$ cat src/sasq_pkg.sv
// ----------------------------------------------------------------------------
// sasq_pkg
// shared types, codes and sizes of the shared array queue and stack unit
// ----------------------------------------------------------------------------
`default_nettype none

package sasq_pkg;

  // array depth and the widths that follow from it
  localparam int DEPTH = 16;
  localparam int IDX_W = (DEPTH > 1) ? $clog2(DEPTH) : 1;
  localparam int CNT_W = $clog2(DEPTH + 1);

  // fixed field widths
  localparam int MODE_W   = 3;
  localparam int DATA_W   = 32;
  localparam int RIDX_W   = 4;
  localparam int STATUS_W = 2;
  localparam int COUNT_W  = 5;
  localparam int CAP_W    = 5;

  // common width for comparing counts with field values
  localparam int CMP_W = (CNT_W > CAP_W) ? CNT_W : CAP_W;

  typedef enum logic [MODE_W-1:0] {
    MODE_Q_PUSH = 3'd0,
    MODE_S_PUSH = 3'd1,
    MODE_Q_POP  = 3'd2,
    MODE_S_POP  = 3'd3,
    MODE_READ   = 3'd4
  } mode_e;

  typedef enum logic [STATUS_W-1:0] {
    STAT_OK        = 2'd0,
    STAT_OVERFLOW  = 2'd1,
    STAT_UNDERFLOW = 2'd2,
    STAT_RANGE     = 2'd3
  } status_e;

  typedef enum logic [0:0] {
    ST_IDLE = 1'b0,
    ST_EXEC = 1'b1
  } ctrl_state_e;

  // controller to datapath commands
  typedef struct packed {
    logic load_op;
    logic exec;
  } sasq_cmd_t;

endpackage

`default_nettype wire

$ cat src/sasq_in_if.sv
// ----------------------------------------------------------------------------
// sasq_in_if
// request channel: operation mode, push value and read index
// ----------------------------------------------------------------------------
`default_nettype none

interface sasq_in_if;
  import sasq_pkg::*;

  logic                     valid;
  logic                     ready;
  logic [MODE_W-1:0]        mode;
  logic signed [DATA_W-1:0] push_value;
  logic [RIDX_W-1:0]        read_index;

  modport source (output valid, output mode, output push_value, output read_index,
                  input ready);
  modport sink   (input valid, input mode, input push_value, input read_index,
                  output ready);
endinterface

`default_nettype wire

$ cat src/sasq_out_if.sv
// ----------------------------------------------------------------------------
// sasq_out_if
// response channel: status, data and both occupancy counts
// ----------------------------------------------------------------------------
`default_nettype none

interface sasq_out_if;
  import sasq_pkg::*;

  logic                     valid;
  logic                     ready;
  logic [STATUS_W-1:0]      status;
  logic signed [DATA_W-1:0] data;
  logic [COUNT_W-1:0]       queue_count;
  logic [COUNT_W-1:0]       stack_count;

  modport source (output valid, output status, output data, output queue_count,
                  output stack_count, input ready);
  modport sink   (input valid, input status, input data, input queue_count,
                  input stack_count, output ready);
endinterface

`default_nettype wire

$ cat src/shared_array_queue_and_stack_unit.sv
// ----------------------------------------------------------------------------
// shared_array_queue_and_stack_unit
// queue growing up and stack growing down inside one shared entry array
// ----------------------------------------------------------------------------
//
//  channel   dir  handshake          payload
//  in_i      in   valid/ready        mode, push_value, read_index
//  out_o     out  valid/ready        status, data, queue_count, stack_count
//  cfg       in   cfg_we_i (no wait) cfg_wdata_i = capacity
//
//  each transaction first captures the request, then in the execute state
//  updates the entry array and loads the response register
//  the execute cycle waits while an earlier response is still not taken
//  a new request is taken while the last response waits in its register
//  reset empties both structures, zeroes all entries, capacity = DEPTH
//  a capacity write clears the array in the same cycle it is written
//
`default_nettype none

module shared_array_queue_and_stack_unit (
  input  wire logic                        clk_i,
  input  wire logic                        rst_ni,
  input  wire logic                        cfg_we_i,
  input  wire logic [sasq_pkg::CAP_W-1:0]  cfg_wdata_i,
  sasq_in_if.sink                          in_i,
  sasq_out_if.source                       out_o
);
  import sasq_pkg::*;

  sasq_cmd_t cmd;

  // handshake sequencing
  sasq_ctrl u_ctrl (
    .clk_i       (clk_i),
    .rst_ni      (rst_ni),
    .in_valid_i  (in_i.valid),
    .in_ready_o  (in_i.ready),
    .out_valid_o (out_o.valid),
    .out_ready_i (out_o.ready),
    .cmd_o       (cmd)
  );

  // storage, operation logic and response register
  sasq_dp u_dp (
    .clk_i         (clk_i),
    .rst_ni        (rst_ni),
    .cmd_i         (cmd),
    .cfg_we_i      (cfg_we_i),
    .cfg_wdata_i   (cfg_wdata_i),
    .mode_i        (in_i.mode),
    .push_value_i  (in_i.push_value),
    .read_index_i  (in_i.read_index),
    .status_o      (out_o.status),
    .data_o        (out_o.data),
    .queue_count_o (out_o.queue_count),
    .stack_count_o (out_o.stack_count)
  );

endmodule

`default_nettype wire

$ cat src/sasq_ctrl.sv
// ----------------------------------------------------------------------------
// sasq_ctrl
// controller: takes a request, runs it once the response slot is free
// ----------------------------------------------------------------------------
`default_nettype none

module sasq_ctrl (
  input  wire logic               clk_i,
  input  wire logic               rst_ni,
  input  wire logic               in_valid_i,
  output logic                    in_ready_o,
  output logic                    out_valid_o,
  input  wire logic               out_ready_i,
  output sasq_pkg::sasq_cmd_t     cmd_o
);
  import sasq_pkg::*;

  ctrl_state_e state_q, state_d;
  logic        out_valid_q, out_valid_d;
  logic        slot_free;

  assign slot_free = !out_valid_q || out_ready_i;

  // next state
  always_comb begin
    state_d = state_q;
    case (state_q)
      ST_IDLE: begin
        if (in_valid_i) state_d = ST_EXEC;
      end
      ST_EXEC: begin
        if (slot_free) state_d = ST_IDLE;
      end
      default: state_d = ST_IDLE;
    endcase
  end

  // outputs
  always_comb begin
    in_ready_o    = 1'b0;
    cmd_o.load_op = 1'b0;
    cmd_o.exec    = 1'b0;
    case (state_q)
      ST_IDLE: begin
        in_ready_o    = 1'b1;
        cmd_o.load_op = in_valid_i;
      end
      ST_EXEC: begin
        cmd_o.exec = slot_free;
      end
      default: ;
    endcase
  end

  always_comb begin
    out_valid_d = out_valid_q;
    if (cmd_o.exec) out_valid_d = 1'b1;
    else if (out_ready_i) out_valid_d = 1'b0;
  end

  always_ff @(posedge clk_i or negedge rst_ni) begin
    if (!rst_ni) begin
      state_q     <= ST_IDLE;
      out_valid_q <= 1'b0;
    end else begin
      state_q     <= state_d;
      out_valid_q <= out_valid_d;
    end
  end

  assign out_valid_o = out_valid_q;

  a_exec_slot_free: assert property (@(posedge clk_i) disable iff (!rst_ni)
    cmd_o.exec |-> (!out_valid_q || out_ready_i))
    else $error("response overwritten before it was taken");

  a_exec_gives_resp: assert property (@(posedge clk_i) disable iff (!rst_ni)
    cmd_o.exec |=> out_valid_o)
    else $error("executed request produced no response");

  a_no_load_while_busy: assert property (@(posedge clk_i) disable iff (!rst_ni)
    !(cmd_o.load_op && cmd_o.exec))
    else $error("request loaded while another executes");

endmodule

`default_nettype wire

$ cat src/sasq_dp.sv
// ----------------------------------------------------------------------------
// sasq_dp
// datapath: entry array, queue and stack lengths, capacity, response register
// ----------------------------------------------------------------------------
`default_nettype none

module sasq_dp (
  input  wire logic                           clk_i,
  input  wire logic                           rst_ni,
  input  wire sasq_pkg::sasq_cmd_t            cmd_i,
  input  wire logic                           cfg_we_i,
  input  wire logic [sasq_pkg::CAP_W-1:0]     cfg_wdata_i,
  input  wire logic [sasq_pkg::MODE_W-1:0]    mode_i,
  input  wire logic [sasq_pkg::DATA_W-1:0]    push_value_i,
  input  wire logic [sasq_pkg::RIDX_W-1:0]    read_index_i,
  output logic [sasq_pkg::STATUS_W-1:0]       status_o,
  output logic [sasq_pkg::DATA_W-1:0]         data_o,
  output logic [sasq_pkg::COUNT_W-1:0]        queue_count_o,
  output logic [sasq_pkg::COUNT_W-1:0]        stack_count_o
);
  import sasq_pkg::*;

  logic [DATA_W-1:0]   entries_q [DEPTH];
  logic [DATA_W-1:0]   entries_d [DEPTH];
  logic [DATA_W-1:0]   shifted   [DEPTH];
  logic [CNT_W-1:0]    qlen_q, qlen_d, slen_q, slen_d, cap_q, cap_d;
  logic [MODE_W-1:0]   mode_q;
  logic [DATA_W-1:0]   val_q;
  logic [RIDX_W-1:0]   ridx_q;
  logic [STATUS_W-1:0] status_q;
  logic [DATA_W-1:0]   data_q;
  logic [COUNT_W-1:0]  qc_q, sc_q;

  logic [CNT_W:0]      used;
  logic                full;
  logic [CNT_W-1:0]    top_pos, push_pos;
  logic [IDX_W-1:0]    rd_addr;
  logic [DATA_W-1:0]   rd_data;
  logic                ridx_out;
  logic [CAP_W-1:0]    cap_lim;
  status_e             stat;
  logic [DATA_W-1:0]   dat;

  assign used     = {1'b0, qlen_q} + {1'b0, slen_q};
  assign full     = used >= {1'b0, cap_q};
  assign top_pos  = cap_q - slen_q;
  assign push_pos = cap_q - slen_q - CNT_W'(1);
  assign ridx_out = CMP_W'(ridx_q) >= CMP_W'(cap_q);

  // single read port, address picked by the operation
  always_comb begin
    case (mode_q)
      MODE_S_POP: rd_addr = top_pos[IDX_W-1:0];
      MODE_READ:  rd_addr = IDX_W'(ridx_q);
      default:    rd_addr = '0;
    endcase
  end
  assign rd_data = entries_q[rd_addr];

  // queue contents moved down one slot
  always_comb begin
    for (int i = 0; i < DEPTH - 1; i++) shifted[i] = entries_q[i + 1];
    shifted[DEPTH-1] = '0;
  end

  // capacity limited to 1..DEPTH
  always_comb begin
    cap_lim = cfg_wdata_i;
    if (cap_lim == '0) cap_lim = CAP_W'(1);
    if (CMP_W'(cap_lim) > CMP_W'(DEPTH)) cap_lim = CAP_W'(DEPTH);
  end

  always_comb begin
    entries_d = entries_q;
    qlen_d    = qlen_q;
    slen_d    = slen_q;
    cap_d     = cap_q;
    stat      = STAT_OK;
    dat       = '0;
    if (cmd_i.exec) begin
      case (mode_q)
        MODE_Q_PUSH: begin
          if (full) stat = STAT_OVERFLOW;
          else begin
            entries_d[qlen_q[IDX_W-1:0]] = val_q;
            qlen_d = qlen_q + CNT_W'(1);
          end
        end
        MODE_S_PUSH: begin
          if (full) stat = STAT_OVERFLOW;
          else begin
            entries_d[push_pos[IDX_W-1:0]] = val_q;
            slen_d = slen_q + CNT_W'(1);
          end
        end
        MODE_Q_POP: begin
          if (qlen_q == '0) stat = STAT_UNDERFLOW;
          else begin
            dat = rd_data;
            for (int i = 0; i < DEPTH; i++) begin
              if (CNT_W'(i) < qlen_q - CNT_W'(1)) entries_d[i] = shifted[i];
              else if (CNT_W'(i) == qlen_q - CNT_W'(1)) entries_d[i] = '0;
            end
            qlen_d = qlen_q - CNT_W'(1);
          end
        end
        MODE_S_POP: begin
          if (slen_q == '0) stat = STAT_UNDERFLOW;
          else begin
            dat = rd_data;
            entries_d[top_pos[IDX_W-1:0]] = '0;
            slen_d = slen_q - CNT_W'(1);
          end
        end
        MODE_READ: begin
          if (ridx_out) stat = STAT_RANGE;
          else dat = rd_data;
        end
        default: ;
      endcase
    end
    // capacity write empties both structures
    if (cfg_we_i) begin
      for (int i = 0; i < DEPTH; i++) entries_d[i] = '0;
      qlen_d = '0;
      slen_d = '0;
      cap_d  = CNT_W'(cap_lim);
    end
  end

  always_ff @(posedge clk_i or negedge rst_ni) begin
    if (!rst_ni) begin
      for (int i = 0; i < DEPTH; i++) entries_q[i] <= '0;
      qlen_q <= '0;
      slen_q <= '0;
      cap_q  <= CNT_W'(DEPTH);
    end else begin
      entries_q <= entries_d;
      qlen_q    <= qlen_d;
      slen_q    <= slen_d;
      cap_q     <= cap_d;
    end
  end

  // request and response payload
  always_ff @(posedge clk_i) begin
    if (cmd_i.load_op) begin
      mode_q <= mode_i;
      val_q  <= push_value_i;
      ridx_q <= read_index_i;
    end
    if (cmd_i.exec) begin
      status_q <= stat;
      data_q   <= dat;
      qc_q     <= COUNT_W'(qlen_d);
      sc_q     <= COUNT_W'(slen_d);
    end
  end

  assign status_o      = status_q;
  assign data_o        = data_q;
  assign queue_count_o = qc_q;
  assign stack_count_o = sc_q;

  a_cap_range: assert property (@(posedge clk_i) disable iff (!rst_ni)
    (cap_q != '0) && (CMP_W'(cap_q) <= CMP_W'(DEPTH)))
    else $error("capacity outside 1..DEPTH");

  a_no_collision: assert property (@(posedge clk_i) disable iff (!rst_ni)
    used <= {1'b0, cap_q})
    else $error("queue and stack overlap");

endmodule

`default_nettype wire

$ cat src/flat_wrapper.sv
// flat-port wrapper written by rule: the top's interface ports become plain ports
module shared_array_queue_and_stack_unit_flat import sasq_pkg::*;
  (clk_i, rst_ni, cfg_we_i, cfg_wdata_i, in_i_valid, in_i_mode, in_i_push_value, in_i_read_index, in_i_ready, out_o_valid, out_o_status, out_o_data, out_o_queue_count, out_o_stack_count, out_o_ready);
  sasq_in_if in_i_i ();
  sasq_out_if out_o_i ();
  input  wire logic clk_i;
  input  wire logic rst_ni;
  input  wire logic cfg_we_i;
  input  wire logic [sasq_pkg::CAP_W-1:0] cfg_wdata_i;
  input wire logic [$bits(in_i_i.valid)-1:0] in_i_valid;
  input wire logic [$bits(in_i_i.mode)-1:0] in_i_mode;
  input wire logic [$bits(in_i_i.push_value)-1:0] in_i_push_value;
  input wire logic [$bits(in_i_i.read_index)-1:0] in_i_read_index;
  output wire logic [$bits(in_i_i.ready)-1:0] in_i_ready;
  output wire logic [$bits(out_o_i.valid)-1:0] out_o_valid;
  output wire logic [$bits(out_o_i.status)-1:0] out_o_status;
  output wire logic [$bits(out_o_i.data)-1:0] out_o_data;
  output wire logic [$bits(out_o_i.queue_count)-1:0] out_o_queue_count;
  output wire logic [$bits(out_o_i.stack_count)-1:0] out_o_stack_count;
  input wire logic [$bits(out_o_i.ready)-1:0] out_o_ready;
  assign in_i_i.valid = in_i_valid;
  assign in_i_i.mode = in_i_mode;
  assign in_i_i.push_value = in_i_push_value;
  assign in_i_i.read_index = in_i_read_index;
  assign in_i_ready = in_i_i.ready;
  assign out_o_valid = out_o_i.valid;
  assign out_o_status = out_o_i.status;
  assign out_o_data = out_o_i.data;
  assign out_o_queue_count = out_o_i.queue_count;
  assign out_o_stack_count = out_o_i.stack_count;
  assign out_o_i.ready = out_o_ready;
  shared_array_queue_and_stack_unit u_core (.clk_i(clk_i), .rst_ni(rst_ni), .cfg_we_i(cfg_we_i), .cfg_wdata_i(cfg_wdata_i), .in_i(in_i_i), .out_o(out_o_i));
endmodule
$ cat config.mk
export PLATFORM = sky130hd
export DESIGN_NAME = shared_array_queue_and_stack_unit_flat
export DESIGN_NICKNAME = d
export VERILOG_FILES = /design/src/sasq_pkg.sv /design/src/sasq_in_if.sv /design/src/sasq_out_if.sv /design/src/shared_array_queue_and_stack_unit.sv /design/src/sasq_ctrl.sv /design/src/sasq_dp.sv /design/src/flat_wrapper.sv
export SDC_FILE = /design/constraint.sdc
export NUM_CORES = 2
export LEC_CHECK = 0
export BUFFER_PORTS_ARGS = -buffer_cell sky130_fd_sc_hd__buf_2
export CAP_MARGIN = 15
export CELL_PAD_IN_SITES_DETAIL_PLACEMENT = 2
export CELL_PAD_IN_SITES_GLOBAL_PLACEMENT = 2
export CORE_ASPECT_RATIO = 1.5
export CORE_UTILIZATION = 36
export DETAILED_ROUTE_END_ITERATION = 8
export GPL_TIMING_DRIVEN = 0
export PLACE_DENSITY = 0.84
export SLEW_MARGIN = 20
export SYNTH_ARGS = -nofsm -noshare
export SYNTH_HDL_FRONTEND = slang
export SYNTH_SLANG_ARGS = --single-unit
$ cat constraint.sdc
create_clock -name clk_i -period 3.1 [get_ports clk_i]
set_input_delay 0.62 -clock clk_i [delete_from_list [all_inputs] [get_ports clk_i]]
set_output_delay 0.62 -clock clk_i [all_outputs]
set_load 0.05 [all_outputs]
# Yosys cells after proc, flatten, opt, wreduce, memory -nomap -nowiden
# Index checks and enable logic that the tools add are counted.
# Widths: inputs -> output; s select.
totals:
  in_bits: 49
  out_inout_bits: 46
  elab_cells: 217
  register_bits: 612
op_classes:
  n_lt_le_gt_ge: 26
  bitwise_logic: 7
  n_addsub: 7
  reduce_logical: 30
  mux: 80
  eq_ne: 39
ops:
  columns: ["cell", "count"]
  rows:
  - ["$mux 512", 6]
  - ["$pmux 512 s4", 1]
  - ["$mux 32", 40]
  - ["$bwmux 512", 2]
  - ["$and 512x512->512", 1]
  - ["$not 512->512", 1]
  - ["$demux 32 s4", 3]
  - ["$bmux 32 s4", 1]
  - ["$reduce_and 7->1", 16]
  - ["$pmux 32 s3", 1]
  - ["$ne 4x4->1 const B", 16]
  - ["$mux 5", 10]
  - ["$eq 4x5->1 const A", 8]
  - ["$lt 4x5->1 const A", 8]
  - ["$eq 3x5->1 const A", 4]
  - ["$ge 5x5->1 const B", 4]
  - ["$logic_not 5->1", 4]
  - ["$lt 3x5->1 const A", 4]
  - ["$not 4->5", 4]
  - ["$pmux 5 s2", 2]
  - ["$lt 5x1->1 const B", 3]
  - ["$ne 3x3->1 const B", 4]
  - ["$add 5x1->5 const B", 2]
  - ["$eq 2x5->1 const A", 2]
  - ["other kinds (26)", 42]

# Longest topological paths before layout
logic_depth:
  depth_word: 12
  depth_mapped: 14

# Hierarchy
# From an unflattened synthesis, not the netlist that was laid out.
unflattened:
  hier_cells: 4154
  hier_area_um2: 37399.6
modules_own_cells:
  columns: ["module", "n_inst", "area_per_inst_um2", "cells_each", "seq_area_each_um2"]
  rows:
  - ["sasq_dp", 1, 37298.3, 4145, 15681.3]
  - ["sasq_ctrl", 1, 101.3, 9, 50.0]

# Worst setup path before layout
# Ideal clock, no wire load.
synth_timing:
  path_type: "register -> register"
  startpoint: "register u_core.u_dp.qlen_q[0]"
  endpoint: "register u_core.u_dp.entries_q[374] (netlist name)"
  path_buffers: 1
  path_slack_ns: -0.221
  setup_time_ns: 0.064
  stages_incl_launch_ff: 14
  arrival_time_ns: 3.257
  cell_sequence: "dfrtp_1 -> ha_1 -> fa_1 -> a21o_1 -> a21oi_1 -> xnor2_1 -> ha_1 -> a211oi_2 -> o211ai_2 -> a2111o_1 -> or2_4 -> o21ai_4 -> buf_6 -> a21o_1"
synth_between:
  elab_chain_len: 10
  word_cells_on_any_way: 24
synth_rtl:
  columns: ["element", "line_no", "rtl"]
  rows:
  - ["from (decl)", "sasq_dp.sv:26", "logic [CNT_W-1:0] qlen_q, qlen_d, slen_q, slen_d, cap_q, cap_d;"]
  - ["from (signal assigned)", "sasq_dp.sv:139", "qlen_q <= qlen_d;"]
  - ["branches (longest 10 deep; another with $sub 5x1->5)", null, null]
  - ["to (signal assigned)", "sasq_dp.sv:138", "entries_q <= entries_d;"]
  - ["to (decl)", "sasq_dp.sv:23", "logic [DATA_W-1:0] entries_q [DEPTH];"]
# Several ways; the timed one is not identified. The select of a mux whose other input is x is not followed.
# A chain may end at the register's enable or synchronous reset.

# Final worst setup path
layout_timing:
  startpoint: "register u_core.u_dp.slen_q[2]"
  endpoint: "register u_core.u_dp.data_q[11], in the netlist u_core.u_dp.data_o[11], data pin"
layout_between:
  elab_chain_len: 8
  word_cells_on_any_way: 11
layout_rtl:
  columns: ["element", "line_no", "rtl"]
  rows:
  - ["from (decl)", "sasq_dp.sv:26", null]
  - ["from (signal assigned)", "sasq_dp.sv:140", "slen_q <= slen_d;"]
  - ["$sub 4x4->4", "sasq_dp.sv:46", "assign top_pos = cap_q - slen_q;"]
  - ["$pmux 4 s2", "sasq_dp.sv:52", "case (mode_q)"]
  - ["$not 4->5 (implied by the code)", "sasq_dp.sv:58", "assign rd_data = entries_q[rd_addr];"]
  - ["$bmux 32 s4", "sasq_dp.sv:58", null]
  - ["$mux 32 (implied by the code) (2 in series)", "sasq_dp.sv:58", null]
  - ["$mux 32 (on tied branches)", "sasq_dp.sv:116, sasq_dp.sv:97, sasq_dp.sv:108", null]
  - ["$pmux 32 s3 *", "sasq_dp.sv:81", "case (mode_q)"]
  - ["to (signal assigned)", "sasq_dp.sv:154", "data_q <= dat;"]
  - ["to (decl)", "sasq_dp.sv:31", "logic [DATA_W-1:0] data_q;"]
# Every way passes the cells marked *; elsewhere a longest branch is shown, timed or not. The select of a mux whose other input is x is not followed.

==> reports/results.tsv <==
stage	metric	value	unit
floorplanning	Die Span Y	389.6	um
clock_network	Clock Sinks	612	
setup_path	crit end category	flop	
run_status	violated checks	capacitance limit, slew limit, setup timing	
synthesis	area leader, netlist	dfrtp_1	
detailed_routing	DR vias/cell	8.036	
flow_run	max_cap viols	2	
power_and_ir_drop	Comb power frac	42.4	%
timing	Fin Hold WS	0.04386	ns
floorplanning	FP Rows	141	
floorplanning	CORE AREA	0.09879	sq mm
setup_path	Worst path max stage delay	0.93	ns
synthesis	adder-cell share of the synthesized area	1.048	%
timing	Worst Tran Pin Value	1.602	ns
finish	Multi-input gate area	0.02199	sq mm
setup_path	flop-to-flop setup slack	-1.20	ns
setup_path	launching point of the worst reg2reg path	u_core.u_dp.slen_q[2]	
setup_path	Setup crit start	u_core.u_dp.slen_q[2]	
global_routing	total global routing overflow	0	
setup_path	CP max FO	10	
setup_path	most used cell, CP	buf_6	
power_and_ir_drop	Pwr Density	688.4	mW/mm^2
setup_path	Crit. path cell count	15	
place	Routability Congestion	1.053	
synthesis	top cells by area, synth	dfrtp_1 (37%), nand2_1 (7.7%), edfxtp_1 (6.9%)	
synthesis	Syn Area/Cell	8.836	sq um
synthesis	Compound-Gate Fraction of Synth Area	32.94	%
timing	Highest Clock Rate	232.5	MHz
clock_network	CTS buffer count	70	
detailed_routing	final wirelength	286700	um
timing	final period utilization	138.7	%
finish	Final Cell Area	0.04890	sq mm
synthesis	synth unique cells	78	
setup_path	FF-to-FF path depth	15	
timing	Final Hold Violating Endpoints	0	
timing	Total Neg Setup Slack	-342.96	ns
synthesis	synth warn	0	
synthesis	Synth Area in Simple Gates	15.55	%
synthesis	Yosys top cell area share	36.65	%
global_routing	GR Layer Usage met2	76.66	%
finish	share of cells above drive strength 1	26.10	%
synthesis	EDFF count, synth	83	
synthesis	Post-Syn Nets	4158	
clock_network	clock tree buffer depth	3	
setup_path	startpoint types	flop	
synthesis	post-synthesis xor/xnor area fraction	0.4373	%
global_routing	maximum number of pins on one net before global-route repair	84	
timing	Max Transition Viols Final	11	
finish	Total Nets Final	4488	
global_routing	vias in the first global route	45495	
floorplanning	die width	260.4	um
detailed_routing	drt drc	0	
run_status	status	finished with violations	
clock_network	CTS root buffer	clkbuf_16	
power_and_ir_drop	peak supply drop	0.4609	mV
place	Post-DP Area	0.03863	sq mm
synthesis	asr flop ratio synth	86.44	%
global_routing	antenna violations before repair	33	
global_routing	Tot GR Track Use	51.35	%
setup_path	buffer and inverter count on the worst path	7	
floorplanning	Die ar.	0.1014	sq mm
setup_path	Crit Reg-Reg Endpoint	u_core.u_dp.data_o[11]	
timing	clock skew	0.03271	ns
global_routing	Top Usage Layer GRT	met2	
detailed_routing	Vias	46458	
global_routing	met3 Use GR	18.32	%
synthesis	Synth Flop Type	dfrtp_1	
setup_path	crit path cell chain	buf_6 -> buf_6 -> inv_4 -> ha_4 -> nand3b_1 -> and2_1 -> buf_6 -> xnor2_4 -> a32oi_4 -> buf_12 -> clkbuf_16 -> clkbuf_16 -> a311oi_2 -> a31oi_2 -> o22ai_2	
power_and_ir_drop	Internal Dissipation	0.01804	W
synthesis	mux cell area share after synthesis	0.1805	%
clock_network	clk_lat worst skew	0.76	ns
synthesis	Synth Cell Area	0.03605	sq mm
detailed_routing	DR WL/cell	49.60	um
floorplanning	I/O pins	95	
finish	final core utilization	49.50	%
finish	Fill cells	10019	
power_and_ir_drop	NetSw	0.01562	W
timing	fin worst setup slack	-1.200	ns
setup_path	critical path class	flop to flop	
clock_network	clock-pin transition on the worst setup and hold timing paths	0.07	ns
detailed_routing	DRT iter0 DRCs	7040	
power_and_ir_drop	leakage power	18.72	nW
power_and_ir_drop	Sequential Power Share	29.8	%
setup_path	crit-path leading delay family	compound AO/OA/AOI/OAI gates	
setup_path	slowest cell on the critical path	a311oi_2	
timing	slew margin rel.	-6.810	%
synthesis	sequential-to-total area share from yosys stat	43.64	%
clock_network	TritonCTS clock tree	built	
detailed_routing	final antenna-violating net count	0	
timing	fin crit period	4.300	ns
detailed_routing	DR pass1 iterations	7	
setup_path	Critical Path AT	4.88	ns
place	Port Buf Inserts	93	
synthesis	largest family of logic cells by synthesized area	compound AO/OA/AOI/OAI gates	
place	dpl hpwl	173700	um
setup_path	Critical Path RT	3.68	ns
timing	final setup vio count	567	
synthesis	post-synthesis register bit count	612	
synthesis	Syn Inst Count	4080	
finish	FF+latch area	0.01574	sq mm
power_and_ir_drop	Net Sw Frac	46.42	%
power_and_ir_drop	Overall Power	0.03366	W
clock_network	htree depth	3	
timing	RSZ-0062 raised after global routing	yes	
power_and_ir_drop	clock share of power	27.7	%
finish	most frequent cells in the layout	nand2_1 (724), dfrtp_1 (523), a22oi_1 (280)	
setup_path	Worst setup endpoint	u_core.u_dp.data_o[11]	
finish	Synth-to-Final Area Change	35.64	%
floorplanning	Initial Util	36.49	%
global_routing	global-route wire length before repair	364200	um
min_path	Hold Path Class	input port to flop	
finish	most common cell after layout, fill and taps aside	nand2_1	
global_routing	met1 Track Usage GR	54.60	%
flip-flops by register name, summed over array words and instances (netlist names):
| register | count |
|---|---|
| u_core.u_ctrl.out_valid_o | 1 |
| u_core.u_dp.data_o | 32 |
| u_core.u_dp.status_o | 2 |
| u_core.u_dp.ridx_q | 4 |
| u_core.u_dp.val_q | 32 |
| u_core.u_dp.entries_q | 512 |
| u_core.u_dp.stack_count_o | 5 |
| u_core.u_dp.mode_q | 3 |
| u_core.u_dp.cap_q | 5 |
| u_core.u_dp.slen_q | 5 |
| u_core.u_ctrl.state_q | 1 |
| u_core.u_dp.queue_count_o | 5 |
| u_core.u_dp.qlen_q | 5 |
how the worst min path moves through the flow:
stage	startpoint	to	slack (ns)	cells after the start
finish	in_i_push_value[12]	u_core.u_dp.val_q[12]	0.04	1
CTS	in_i_push_value[12]	u_core.u_dp.val_q[12]	0.09	1
floorplan	rst_ni	u_core.u_ctrl.out_valid_o	0.32	0
detailed placement	u_core.u_dp.entries_q[482]	u_core.u_dp.entries_q[482]	0.47	1
global placement	u_core.u_dp.entries_q[492]	u_core.u_dp.entries_q[492]	0.47	1
global route	in_i_push_value[19]	u_core.u_dp.val_q[19]	0.03	1
layout make-up:
cell class	instances	share of cell area [%]
diodes	27	0.1382
inverters	53	0.4171
clock inverters	22	0.4862
plain buffers	499	8.098
clock buffers	107	4.304
repair buffers	268	6.100
multi-input cells	2906	44.98
well taps	1287	3.293
flip-flops and latches	612	32.18
per-layer routing:
layer	up-vias	wire length, um
li1	16242	-
met1	23208	90060
met2	4843	120200
met3	2139	38230
met4	26	37790
met5	-	467
metrics by stage:
| step | instances | worst slack, ns |
|---|---|---|
| after global routing | 5764 | -1.054 |
| after global placement | 5460 | -11.58 |
| after CTS | 5707 | -0.4749 |
| after detailed placement | 5480 | -2.629 |
| after floorplan | 4080 | -0.06042 |
| final | 5781 | -1.200 |
power by group through the flow:
stage | Sequential (W) | Combinational (W) | Clock, W
finish | 0.0100 | 0.0143 | 0.00934
global route | 0.0100 | 0.0140 | 0.00943
CTS | 0.00986 | 0.0115 | 0.00896
detailed placement | 0.00999 | 0.00958 | 0
global placement | 0.00999 | 0.00922 | 0
floorplan | 0.0103 | 0.00443 | 0
timing repair:
action / CTS / global route
endpoints found under the setup margin: 563 / 569
pin swaps: 97 / 99
hold endpoints to repair: 48 / 0
setup buffers: 96 / 32
hold buffers: 1 / 0
gates resized for setup: 926 / 490
gates cloned: 9 / 19
Yosys cell counts (11+ instances only):
master / n
a22oi_1: 289
dfrtp_1: 528
buf_2: 76
and2_1: 45
a311oi_1: 65
a21o_1: 41
o2bb2ai_1: 187
a221oi_1: 100
ha_1: 27
a32oi_1: 100
and3_1: 72
nor3_1: 81
edfxtp_1: 83
o21ai_0: 94
o22ai_1: 44
buf_1: 33
o31ai_1: 31
nor2_1: 50
inv_1: 53
a211oi_1: 63
a22o_1: 162
xnor2_1: 12
o32ai_1: 32
nand2_1: 742
o21ai_1: 11
nand3_1: 208
a21oi_1: 226
a31oi_1: 106
clkbuf_1: 395
kinds of logic after synthesis:
family / Yosys count
DFF: 612
muxes: 6
buffers and inverters: 562
AOI/OAI and AO/OA: 1593
and+or+nand+nor: 1260
adders and majority gates: 29
xor gates and xnor gates: 18
No activity file was read; power rests on OpenSTA's default activity.
